`config.mk`:
```
export PLATFORM = sky130hd
export DESIGN_NAME = region_slot_table_core
export DESIGN_NICKNAME = d
export VERILOG_FILES = /design/src/hw/rtl/rslot_pkg.sv /design/src/hw/rtl/region_slot_table_core.sv /design/src/hw/rtl/rslot_ctrl.sv /design/src/hw/rtl/rslot_dp.sv
export VERILOG_INCLUDE_DIRS = /design/src /design/src/hw/rtl
export SDC_FILE = /design/constraint.sdc
export NUM_CORES = 2
export LEC_CHECK = 0
export BUFFER_PORTS_ARGS = -buffer_cell sky130_fd_sc_hd__buf_2
export CAP_MARGIN = 25
export CORE_ASPECT_RATIO = 0.9
export CORE_UTILIZATION = 55
export CTS_CLUSTER_DIAMETER = 50
export DETAILED_ROUTE_END_ITERATION = 10
export PLACE_DENSITY = 0.71
export SYNTH_ARGS = -nofsm -noshare
export SYNTH_HDL_FRONTEND = slang
export SYNTH_SLANG_ARGS = --single-unit
```
`constraint.sdc`:
```
create_clock -name clk_i -period 9.95 [get_ports clk_i]
set_clock_uncertainty 0.15 [all_clocks]
set_input_delay 2.4875 -clock clk_i [delete_from_list [all_inputs] [get_ports clk_i]]
set_output_delay 2.4875 -clock clk_i [all_outputs]
set_load 0.02 [all_outputs]
```
`src/hw/rtl/region_slot_table_core_macros.svh`:
```
// assertion helpers for the region slot table core
`ifndef REGION_SLOT_TABLE_CORE_MACROS_SVH
`define REGION_SLOT_TABLE_CORE_MACROS_SVH

// same-cycle implication, checked out of reset
`define RSLOT_ASSERT_IMP(lbl, ante, cons, msg) \
  lbl: assert property (@(posedge clk_i) disable iff (!rst_ni) (ante) |-> (cons)) else $error(msg);

// next-cycle implication, checked out of reset
`define RSLOT_ASSERT_NXT(lbl, ante, cons, msg) \
  lbl: assert property (@(posedge clk_i) disable iff (!rst_ni) (ante) |=> (cons)) else $error(msg);

`endif

```
`src/hw/rtl/rslot_pkg.sv`:
```
package rslot_pkg;

  localparam int POS_W    = 16;
  localparam int CMD_W    = 2;
  localparam int STATUS_W = 3;
  localparam int SLOT_W   = 6;
  localparam int OCC_W    = 7;
  localparam int RADIUS_W = 7;

  localparam logic [RADIUS_W-1:0] RADIUS_RST = 7'd8;

  typedef enum logic [CMD_W-1:0] {
    CMD_LOOKUP = 2'd0,
    CMD_LOAD   = 2'd1,
    CMD_UNLOAD = 2'd2,
    CMD_EVICT  = 2'd3
  } cmd_e;

  typedef enum logic [STATUS_W-1:0] {
    ST_OK      = 3'd0,
    ST_PRESENT = 3'd1,
    ST_ABSENT  = 3'd2,
    ST_FULL    = 3'd3,
    ST_EVICTED = 3'd4,
    ST_NONE    = 3'd5
  } status_e;

  // controller to datapath
  typedef struct packed {
    logic capture;
    logic commit;
    logic sweep_rd;
    logic finish;
  } ctrl_t;

  // datapath to controller
  typedef struct packed {
    logic sweep_end;
  } dp_stat_t;

endpackage

```
`src/hw/rtl/region_slot_table_core.sv`:
```
// region slot table: SLOTS slots, each holding a signed x/y region coordinate
// input channel: a command word (lookup, load, unload, evict far slots) with
//   pos and center ports is taken at a clock edge where start is high and
//   busy is low
// output channel: each result word is flagged by valid_o for exactly one
//   cycle; last_o marks the final word of a command
// lookup, load and unload: match over all slot cells in the accept cycle,
//   decision and table update in the next; the result word is registered as
//   the execute state ends and busy drops with it, so words do not overlap
// evict: a read pointer walks the slot memory one slot per cycle with the
//   distance compare one stage behind, and busy stays high through the walk
//   and the drain and finish states; one result word per freed slot comes out,
//   the last one at the walk's end, or a single "nothing evicted" word there
// radius: cfg_we_i / cfg_wdata_i, write only while idle (the block does not enforce it), no read-back
// reset: every slot free, count zero, radius 8; no clearing pass is needed
// the receiver cannot stall, so result words are never held back
`include "region_slot_table_core_macros.svh"

module region_slot_table_core #(
  parameter int SLOTS = 64
) (
  input  logic                                 clk_i,
  input  logic                                 rst_ni,
  // command channel
  input  logic                                 start,
  output logic                                 busy,
  input  logic [rslot_pkg::CMD_W-1:0]          command_i,
  input  logic signed [rslot_pkg::POS_W-1:0]   pos_x_i,
  input  logic signed [rslot_pkg::POS_W-1:0]   pos_y_i,
  input  logic signed [rslot_pkg::POS_W-1:0]   center_x_i,
  input  logic signed [rslot_pkg::POS_W-1:0]   center_y_i,
  // radius register
  input  logic                                 cfg_we_i,
  input  logic [rslot_pkg::RADIUS_W-1:0]       cfg_wdata_i,
  // result channel
  output logic                                 valid_o,
  output logic [rslot_pkg::STATUS_W-1:0]       status_o,
  output logic [rslot_pkg::SLOT_W-1:0]         slot_o,
  output logic signed [rslot_pkg::POS_W-1:0]   out_x_o,
  output logic signed [rslot_pkg::POS_W-1:0]   out_y_o,
  output logic [rslot_pkg::OCC_W-1:0]          occupied_count_o,
  output logic                                 last_o
);
  import rslot_pkg::*;

  ctrl_t    ctrl;
  dp_stat_t dp_stat;

  // sequencing: idle, single-word execute, evict walk and its wind-down
  rslot_ctrl u_ctrl (
    .clk_i     (clk_i),
    .rst_ni    (rst_ni),
    .start     (start),
    .command_i (command_i),
    .stat_i    (dp_stat),
    .ctrl_o    (ctrl),
    .busy      (busy)
  );

  // slot cells, slot memory, count, radius and the result register
  rslot_dp #(
    .SLOTS (SLOTS)
  ) u_dp (
    .clk_i            (clk_i),
    .rst_ni           (rst_ni),
    .ctrl_i           (ctrl),
    .stat_o           (dp_stat),
    .cfg_we_i         (cfg_we_i),
    .cfg_wdata_i      (cfg_wdata_i),
    .command_i        (command_i),
    .pos_x_i          (pos_x_i),
    .pos_y_i          (pos_y_i),
    .center_x_i       (center_x_i),
    .center_y_i       (center_y_i),
    .valid_o          (valid_o),
    .status_o         (status_o),
    .slot_o           (slot_o),
    .out_x_o          (out_x_o),
    .out_y_o          (out_y_o),
    .occupied_count_o (occupied_count_o),
    .last_o           (last_o)
  );

  // an accepted word always keeps the block busy for the next cycle
  `RSLOT_ASSERT_NXT(a_accept_busy, start && !busy, busy, "accepted word did not raise busy")
  // a word that is not the last one can only come out of an evict walk still in progress
  `RSLOT_ASSERT_IMP(a_mid_word_busy, valid_o && !last_o, busy, "non-final word while idle")
  // only evicted words come in runs
  `RSLOT_ASSERT_IMP(a_single_last, valid_o && (status_o != ST_EVICTED), last_o, "single word without last")
  // occupancy never exceeds the table size
  `RSLOT_ASSERT_IMP(a_count_range, valid_o, occupied_count_o <= SLOTS, "occupied count out of range")

endmodule

```
`src/hw/rtl/rslot_ctrl.sv`:
```
module rslot_ctrl (
  input  logic                          clk_i,
  input  logic                          rst_ni,
  input  logic                          start,
  input  logic [rslot_pkg::CMD_W-1:0]   command_i,
  input  rslot_pkg::dp_stat_t           stat_i,
  output rslot_pkg::ctrl_t              ctrl_o,
  output logic                          busy
);
  import rslot_pkg::*;

  typedef enum logic [4:0] {
    S_IDLE   = 5'b00001,
    S_EXEC   = 5'b00010,
    S_SWEEP  = 5'b00100,
    S_DRAIN  = 5'b01000,
    S_FINISH = 5'b10000
  } state_e;

  state_e state_q, state_d;

  always_comb begin
    state_d = state_q;
    ctrl_o  = '0;
    case (state_q)
      S_IDLE: begin
        if (start) begin
          ctrl_o.capture = 1'b1;
          state_d = (cmd_e'(command_i) == CMD_EVICT) ? S_SWEEP : S_EXEC;
        end
      end
      S_EXEC: begin
        ctrl_o.commit = 1'b1;
        state_d = S_IDLE;
      end
      S_SWEEP: begin
        ctrl_o.sweep_rd = 1'b1;
        if (stat_i.sweep_end) begin
          state_d = S_DRAIN;
        end
      end
      // last slot read is compared here
      S_DRAIN: begin
        state_d = S_FINISH;
      end
      S_FINISH: begin
        ctrl_o.finish = 1'b1;
        state_d = S_IDLE;
      end
      default: begin
        state_d = S_IDLE;
      end
    endcase
  end

  always_ff @(posedge clk_i or negedge rst_ni) begin
    if (!rst_ni) begin
      state_q <= S_IDLE;
    end else begin
      state_q <= state_d;
    end
  end

  assign busy = (state_q != S_IDLE);

endmodule

```
`src/hw/rtl/rslot_dp.sv`:
```
module rslot_dp #(
  parameter int SLOTS = 64
) (
  input  logic                                 clk_i,
  input  logic                                 rst_ni,
  input  rslot_pkg::ctrl_t                     ctrl_i,
  output rslot_pkg::dp_stat_t                  stat_o,
  input  logic                                 cfg_we_i,
  input  logic [rslot_pkg::RADIUS_W-1:0]       cfg_wdata_i,
  input  logic [rslot_pkg::CMD_W-1:0]          command_i,
  input  logic signed [rslot_pkg::POS_W-1:0]   pos_x_i,
  input  logic signed [rslot_pkg::POS_W-1:0]   pos_y_i,
  input  logic signed [rslot_pkg::POS_W-1:0]   center_x_i,
  input  logic signed [rslot_pkg::POS_W-1:0]   center_y_i,
  output logic                                 valid_o,
  output logic [rslot_pkg::STATUS_W-1:0]       status_o,
  output logic [rslot_pkg::SLOT_W-1:0]         slot_o,
  output logic signed [rslot_pkg::POS_W-1:0]   out_x_o,
  output logic signed [rslot_pkg::POS_W-1:0]   out_y_o,
  output logic [rslot_pkg::OCC_W-1:0]          occupied_count_o,
  output logic                                 last_o
);
  import rslot_pkg::*;

  localparam int IW = $clog2(SLOTS);
  localparam int CW = $clog2(SLOTS + 1);
  localparam int DW = POS_W + 2;

  function automatic logic [IW-1:0] first_set(input logic [SLOTS-1:0] v);
    logic [IW-1:0] r;
    r = '0;
    for (int i = SLOTS - 1; i >= 0; i--) begin
      if (v[i]) r = IW'(i);
    end
    return r;
  endfunction

  // configuration
  logic [RADIUS_W-1:0] radius_q;

  // slot state
  logic [SLOTS-1:0]         used_q, used_d;
  logic [CW-1:0]            cnt_q, cnt_d;
  logic signed [POS_W-1:0]  cam_x_q [SLOTS];
  logic signed [POS_W-1:0]  cam_y_q [SLOTS];
  logic signed [POS_W-1:0]  mem_x [SLOTS];
  logic signed [POS_W-1:0]  mem_y [SLOTS];

  // captured word
  cmd_e                     cmd_q;
  logic signed [POS_W-1:0]  pos_x_q, pos_y_q, cx_q, cy_q;
  logic [SLOTS-1:0]         match_q, match_d;

  // sweep pipeline
  logic [IW-1:0]            addr_q;
  logic                     rd_vld_q;
  logic [IW-1:0]            rd_idx_q;
  logic signed [POS_W-1:0]  rd_x_q, rd_y_q;
  logic                     pend_vld_q;
  logic [IW-1:0]            pend_idx_q;
  logic signed [POS_W-1:0]  pend_x_q, pend_y_q;
  logic [CW-1:0]            pend_cnt_q;

  // result register
  logic                     valid_q, valid_d;
  status_e                  status_q, status_d;
  logic [SLOT_W-1:0]        slot_q, slot_d;
  logic signed [POS_W-1:0]  out_x_q, out_x_d, out_y_q, out_y_d;
  logic [OCC_W-1:0]         occ_q, occ_d;
  logic                     last_q, last_d;

  // single-word decision
  logic                     hit_any, free_any;
  logic [IW-1:0]            hit_idx, free_idx, res_idx;
  logic                     wr_slot, clr_slot, res_hit;
  status_e                  res_st;

  // distance check
  logic signed [DW-1:0]     dx, dy, r_s;
  logic                     far, evict_hit;

  always_ff @(posedge clk_i or negedge rst_ni) begin
    if (!rst_ni) begin
      radius_q <= RADIUS_RST;
    end else if (cfg_we_i) begin
      radius_q <= cfg_wdata_i;
    end
  end

  // parallel match of every occupied cell against the incoming position
  always_comb begin
    for (int i = 0; i < SLOTS; i++) begin
      match_d[i] = used_q[i] && (cam_x_q[i] == pos_x_i) && (cam_y_q[i] == pos_y_i);
    end
  end

  always_ff @(posedge clk_i) begin
    if (ctrl_i.capture) begin
      cmd_q   <= cmd_e'(command_i);
      pos_x_q <= pos_x_i;
      pos_y_q <= pos_y_i;
      cx_q    <= center_x_i;
      cy_q    <= center_y_i;
      match_q <= match_d;
    end
  end

  assign hit_any  = |match_q;
  assign free_any = ~&used_q;
  assign hit_idx  = first_set(match_q);
  assign free_idx = first_set(~used_q);

  always_comb begin
    wr_slot  = 1'b0;
    clr_slot = 1'b0;
    res_hit  = 1'b1;
    res_idx  = hit_idx;
    res_st   = ST_OK;
    case (cmd_q)
      CMD_LOOKUP: begin
        if (!hit_any) begin
          res_st  = ST_ABSENT;
          res_hit = 1'b0;
        end
      end
      CMD_LOAD: begin
        if (hit_any) begin
          res_st = ST_PRESENT;
        end else if (free_any) begin
          wr_slot = ctrl_i.commit;
          res_idx = free_idx;
        end else begin
          res_st  = ST_FULL;
          res_hit = 1'b0;
        end
      end
      CMD_UNLOAD: begin
        if (hit_any) begin
          clr_slot = ctrl_i.commit;
        end else begin
          res_st  = ST_ABSENT;
          res_hit = 1'b0;
        end
      end
      default: begin
        res_st  = ST_NONE;
        res_hit = 1'b0;
      end
    endcase
  end

  // cells for matching, memory copy for the evict sweep
  always_ff @(posedge clk_i) begin
    if (wr_slot) begin
      cam_x_q[free_idx] <= pos_x_q;
      cam_y_q[free_idx] <= pos_y_q;
      mem_x[free_idx]   <= pos_x_q;
      mem_y[free_idx]   <= pos_y_q;
    end
  end

  always_ff @(posedge clk_i) begin
    if (ctrl_i.sweep_rd) begin
      rd_x_q <= mem_x[addr_q];
      rd_y_q <= mem_y[addr_q];
    end
    rd_idx_q <= addr_q;
  end

  always_ff @(posedge clk_i or negedge rst_ni) begin
    if (!rst_ni) begin
      addr_q   <= '0;
      rd_vld_q <= 1'b0;
    end else begin
      rd_vld_q <= ctrl_i.sweep_rd;
      if (ctrl_i.capture) begin
        addr_q <= '0;
      end else if (ctrl_i.sweep_rd) begin
        addr_q <= addr_q + IW'(1);
      end
    end
  end

  assign stat_o.sweep_end = (addr_q == IW'(SLOTS - 1));

  // per-axis distance, exact on the widened range
  assign dx  = DW'(rd_x_q) - DW'(cx_q);
  assign dy  = DW'(rd_y_q) - DW'(cy_q);
  assign r_s = {{(DW - RADIUS_W){1'b0}}, radius_q};
  assign far = (dx > r_s) || (dx < -r_s) || (dy > r_s) || (dy < -r_s);
  assign evict_hit = rd_vld_q && used_q[rd_idx_q] && far;

  always_comb begin
    used_d = used_q;
    cnt_d  = cnt_q;
    if (wr_slot) begin
      used_d[free_idx] = 1'b1;
      cnt_d = cnt_q + CW'(1);
    end
    if (clr_slot) begin
      used_d[hit_idx] = 1'b0;
      cnt_d = cnt_q - CW'(1);
    end
    if (evict_hit) begin
      used_d[rd_idx_q] = 1'b0;
      cnt_d = cnt_q - CW'(1);
    end
  end

  always_ff @(posedge clk_i or negedge rst_ni) begin
    if (!rst_ni) begin
      used_q     <= '0;
      cnt_q      <= '0;
      pend_vld_q <= 1'b0;
      valid_q    <= 1'b0;
    end else begin
      used_q  <= used_d;
      cnt_q   <= cnt_d;
      valid_q <= valid_d;
      if (ctrl_i.capture) begin
        pend_vld_q <= 1'b0;
      end else if (evict_hit) begin
        pend_vld_q <= 1'b1;
      end
    end
  end

  // one freed slot is held back until the next one shows whether it is the last
  always_ff @(posedge clk_i) begin
    if (evict_hit) begin
      pend_idx_q <= rd_idx_q;
      pend_x_q   <= rd_x_q;
      pend_y_q   <= rd_y_q;
      pend_cnt_q <= cnt_d;
    end
  end

  always_comb begin
    valid_d  = ctrl_i.commit || (evict_hit && pend_vld_q) || ctrl_i.finish;
    status_d = ST_EVICTED;
    slot_d   = SLOT_W'(pend_idx_q);
    out_x_d  = pend_x_q;
    out_y_d  = pend_y_q;
    occ_d    = OCC_W'(pend_cnt_q);
    last_d   = 1'b1;
    if (ctrl_i.commit) begin
      status_d = res_st;
      slot_d   = res_hit ? SLOT_W'(res_idx) : '0;
      out_x_d  = res_hit ? pos_x_q : '0;
      out_y_d  = res_hit ? pos_y_q : '0;
      occ_d    = OCC_W'(cnt_d);
    end else if (evict_hit) begin
      last_d = 1'b0;
    end else if (!pend_vld_q) begin
      status_d = ST_NONE;
      slot_d   = '0;
      out_x_d  = '0;
      out_y_d  = '0;
      occ_d    = OCC_W'(cnt_q);
    end
  end

  always_ff @(posedge clk_i) begin
    if (valid_d) begin
      status_q <= status_d;
      slot_q   <= slot_d;
      out_x_q  <= out_x_d;
      out_y_q  <= out_y_d;
      occ_q    <= occ_d;
      last_q   <= last_d;
    end
  end

  assign valid_o          = valid_q;
  assign status_o         = status_q;
  assign slot_o           = slot_q;
  assign out_x_o          = out_x_q;
  assign out_y_o          = out_y_q;
  assign occupied_count_o = occ_q;
  assign last_o           = last_q;

endmodule

```
==> flow_metrics.env <==
export IMPL_final_max_slew_viol_count=0
export IMPL_clk_latency_ns=0.96
export IMPL_hold_violations=0
export IMPL_async_flop_share_pct=3.830
export IMPL_yosys_area_top_type="edfxtp_1"
export IMPL_yosysSeqAreaShare_pct=60.06
export IMPL_cts_resized=0
export IMPL_synth_most_common_cell="edfxtp_1"
export IMPL_routabilityCongestion=1.086
export IMPL_area_sequential_um2=71630
export IMPL_ctsHtreeMaxLevel=5
export IMPL_area_growth_pct=12.58
export IMPL_max_clock_path_buffers=4
export IMPL_fin_crit_ns=6.583
export IMPL_maxSlewHeadroom_pct=19.64
export IMPL_synth_area_top_cells="edfxtp_1 58%, mux4_2 13%, xnor2_1 13%"
export IMPL_route_detailed_drc=0
export IMPL_avgSynthCellArea_um2=15.58
export IMPL_grt_pass1_wl_mm=649.7
export IMPL_clkTransAtPathRegs_ns=0.06
export IMPL_core_um2=214700
export IMPL_cts_root_buf="clkbuf_16"
export IMPL_syn_nets=7817
export IMPL_cap_viol_max_count=0
export IMPL_ys_ff_latch=2402
export IMPL_via_per_inst=7.367
export IMPL_routed_wl_mm=483.5
export IMPL_leakage_uw=0.04034
export IMPL_setup_violations_final=0
export IMPL_peakVddDrop_v=0.0001598
export IMPL_io_pins=128
export IMPL_yosysWarnings=0
export IMPL_clock_sinks=2402
export IMPL_worst_setup_path_type="reg -> reg"
export IMPL_initial_core_util_pct=55.52
export IMPL_nNetsFinal=8034
export IMPL_critical_path_arrival_ns=7.23
export IMPL_drive_gt1_share_pct=19.18
export IMPL_synth_area_um2=119200
export IMPL_fin_cells=10950
export IMPL_numCtsBuffers=281
export IMPL_grt_max_degree=138
export IMPL_grtUsageTotal_pct=44.01
export IMPL_dp_cells=10430
export IMPL_required_ns=10.59
export IMPL_ant_nets=0
export IMPL_fmax_ghz=0.1519
export IMPL_drtIter0Drc=15980
export IMPL_multiInputGateArea_um2=46120
export IMPL_synth_distinct_cells=85
export IMPL_cts_tree="built"
export IMPL_dpl_hpwl_mm=337.2
export IMPL_synth_ff_type="edfxtp_1"
export IMPL_rows=161
export IMPL_io_buffers=127
export IMPL_hold_buffers=0
export IMPL_gr_total_overflow=0
export IMPL_n_fill_cell=15580
export IMPL_tightest_slew_ns=1.205
export IMPL_die_area_um2=218600
export IMPL_vias=80640
export IMPL_die_y_um=443.7
export IMPL_fin_tns_setup_ns=0
export IMPL_yosysTopAreaCellShare_pct=58.03
export IMPL_drt_pass1_iterations=9
export IMPL_grt_pass1_vias=76020
export IMPL_synth_edf_count=2304
export IMPL_die_x_um=492.8
export IMPL_wire_per_inst_um=44.17
export IMPL_endpoint_kind="flip-flop"
export IMPL_ys_top_cells_by_count="2304 x edfxtp_1, 1717 x xnor2_1, 674 x mux4_2"
export IMPL_hold_path_class="reg -> reg"
export IMPL_status="complete, no violations"
export IMPL_grt_antenna_before_repair=96
export IMPL_post_cts_setup_buffer_count=0
export IMPL_rsz0062_at_grt="no"
export IMPL_fin_crit_sh_pct=66.16
export IMPL_power_density_nw_per_um2=182.9
export IMPL_netlist_instances=7653
export IMPL_critPathLaunchType="flip-flop"
export IMPL_path_max_fanout=67
## cells in the final DEF, fill, tap and decap left out, types with 17 or more instances in the layout
| master | count |
|---|---|
| edfxtp_1 | 2304 |
| xnor2_1 | 1717 |
| mux4_2 | 674 |
| nand4_1 | 456 |
| xor2_1 | 358 |
| clkbuf_16 | 290 |
| nor4_1 | 224 |
| buf_4 | 202 |
| nor2_1 | 145 |
| a21oi_1 | 128 |
| nand3_1 | 113 |
| inv_1 | 108 |
| nand2_1 | 108 |
| buf_2 | 96 |
| o21ai_0 | 90 |
| ha_1 | 85 |
| dfrtp_1 | 85 |
| nor2_4 | 65 |
| nor3_1 | 62 |
| buf_12 | 58 |
| clkbuf_1 | 53 |
| a221oi_1 | 44 |
| clkinv_1 | 42 |
| a22o_1 | 40 |
| clkinv_2 | 38 |
| a211oi_1 | 32 |
| diode_2 | 30 |
| and3_1 | 28 |
| nor2b_1 | 22 |
| nand2b_1 | 21 |
| mux2i_1 | 20 |
| bufinv_16 | 19 |
| buf_16 | 19 |
| o21a_1 | 17 |
## sequential cells by signal (all words and copies together), names as in the netlist, 7 cells and up
name and cells:
u_dp.cam_x_q 16, u_dp.cam_y_q 352, u_dp.cnt_q 7, u_dp.cx_q 16
u_dp.cy_q 16, u_dp.match_q 64, u_dp.mem_x 1008, u_dp.mem_y 672
u_dp.occupied_count_o 7, u_dp.out_x_o 16, u_dp.out_y_o 16, u_dp.pend_cnt_q 7
u_dp.pend_x_q 16, u_dp.pend_y_q 16, u_dp.pos_x_q 16, u_dp.pos_y_q 16
u_dp.radius_q 7, u_dp.rd_x_q 16, u_dp.rd_y_q 16, u_dp.used_q 64
## report_power, final
part	total (uW)	internal (uW)	switching, uW
logic	2990	946	2040
registers	11500	11300	140
clock network	10100	5840	4270
total	24600	18100	6460
## logic make-up (layout without fill, tap and decap cells)
logic type | after synthesis | count (layout) | share of synthesized area (%)
buf+inv | 554 | 965 | 1.750
mux | 695 | 695 | 12.91
simple gates | 1329 | 1329 | 6.180
fa+ha+maj | 87 | 87 | 0.9256
flops | 2402 | 2402 | 60.06
compound gates | 511 | 511 | 2.928
other cells | 0 | 30 | 0
xor+xnor | 2075 | 2075 | 15.24
## metrics by stage
| stage | power [uW] | util, % | instance area [um2] | hold slack, ns | setup WS, ns |
|---|---|---|---|---|---|
| global placement | 14480 | 57.79 | 124100 | 0.2653 | 3.285 |
| global route | 24870 | 62.48 | 134200 | 0.2864 | 2.887 |
| detailed placement | 14510 | 58.29 | 125200 | 0.2613 | 3.394 |
| finish | 24560 | 62.51 | 134200 | 0.2775 | 3.367 |
| floorplan | 13210 | - | 119200 | 0.1954 | 0.9445 |
| CTS | 24370 | 62.34 | 133900 | 0.2759 | 3.347 |
## layout make-up
| type | count | area share (%) |
|---|---|---|
| Timing Repair Buffer | 378 | 2.768 |
| Sequential cell | 2402 | 53.36 |
| Clock inverter | 132 | 0.9144 |
| Antenna cell | 30 | 0.05593 |
| Inverter | 110 | 0.3076 |
| Clock buffer | 345 | 5.575 |
| Multi-Input combinational cell | 4697 | 34.36 |
| Tap cell | 2852 | 2.658 |
## worst max-delay path, stage by stage, from the launching register on
cell and delay [ns]:
edfxtp_1 0.39, inv_1 0.07, ha_1 0.19, inv_1 0.07, fa_1 0.42, a211oi_1 0.34
o21ai_1 0.18, a2111oi_0 0.58, o31ai_1 0.20, a21oi_1 0.22, xnor2_1 0.10, ha_1 0.20
a21o_1 0.15, a2111o_1 0.41, or3_1 0.35, a41oi_1 0.27, a211oi_4 0.14, inv_2 0.18
buf_4 0.71, nor2_1 0.25, nor2_2 0.13, buf_4 0.44, a22o_1 0.23
## routing by layer
layer	wire length, um	GRT usage (%)	up-vias	part of all wire, %
li1	-	-	30270	-
met1	165000	58.24	41010	34
met2	199800	60.69	7860	41
met3	82980	18.22	1430	17
met4	35040	25.88	68	7.2
met5	681	0.5275	-	0.14
## worst paths after layout
path | start | end | slack (ns) | cells past startpoint
max | u_dp.rd_y_q[0] | u_dp.out_y_o[15] | 3.37 | 22
min | u_dp.rd_idx_q[2] | u_dp.pend_idx_q[2] | 0.28 | 0
max reg2reg | u_dp.rd_y_q[0] | u_dp.out_y_o[15] | 3.37 | 22
min reg2reg | u_dp.rd_idx_q[2] | u_dp.pend_idx_q[2] | 0.28 | 0
max in group asynchronous | rst_ni | u_dp.used_q[15] | 7.33 | 3
min in group asynchronous | rst_ni | u_dp.pend_vld_q | 1.34 | 1
Note: power is estimated with default switching activity, not from simulation.
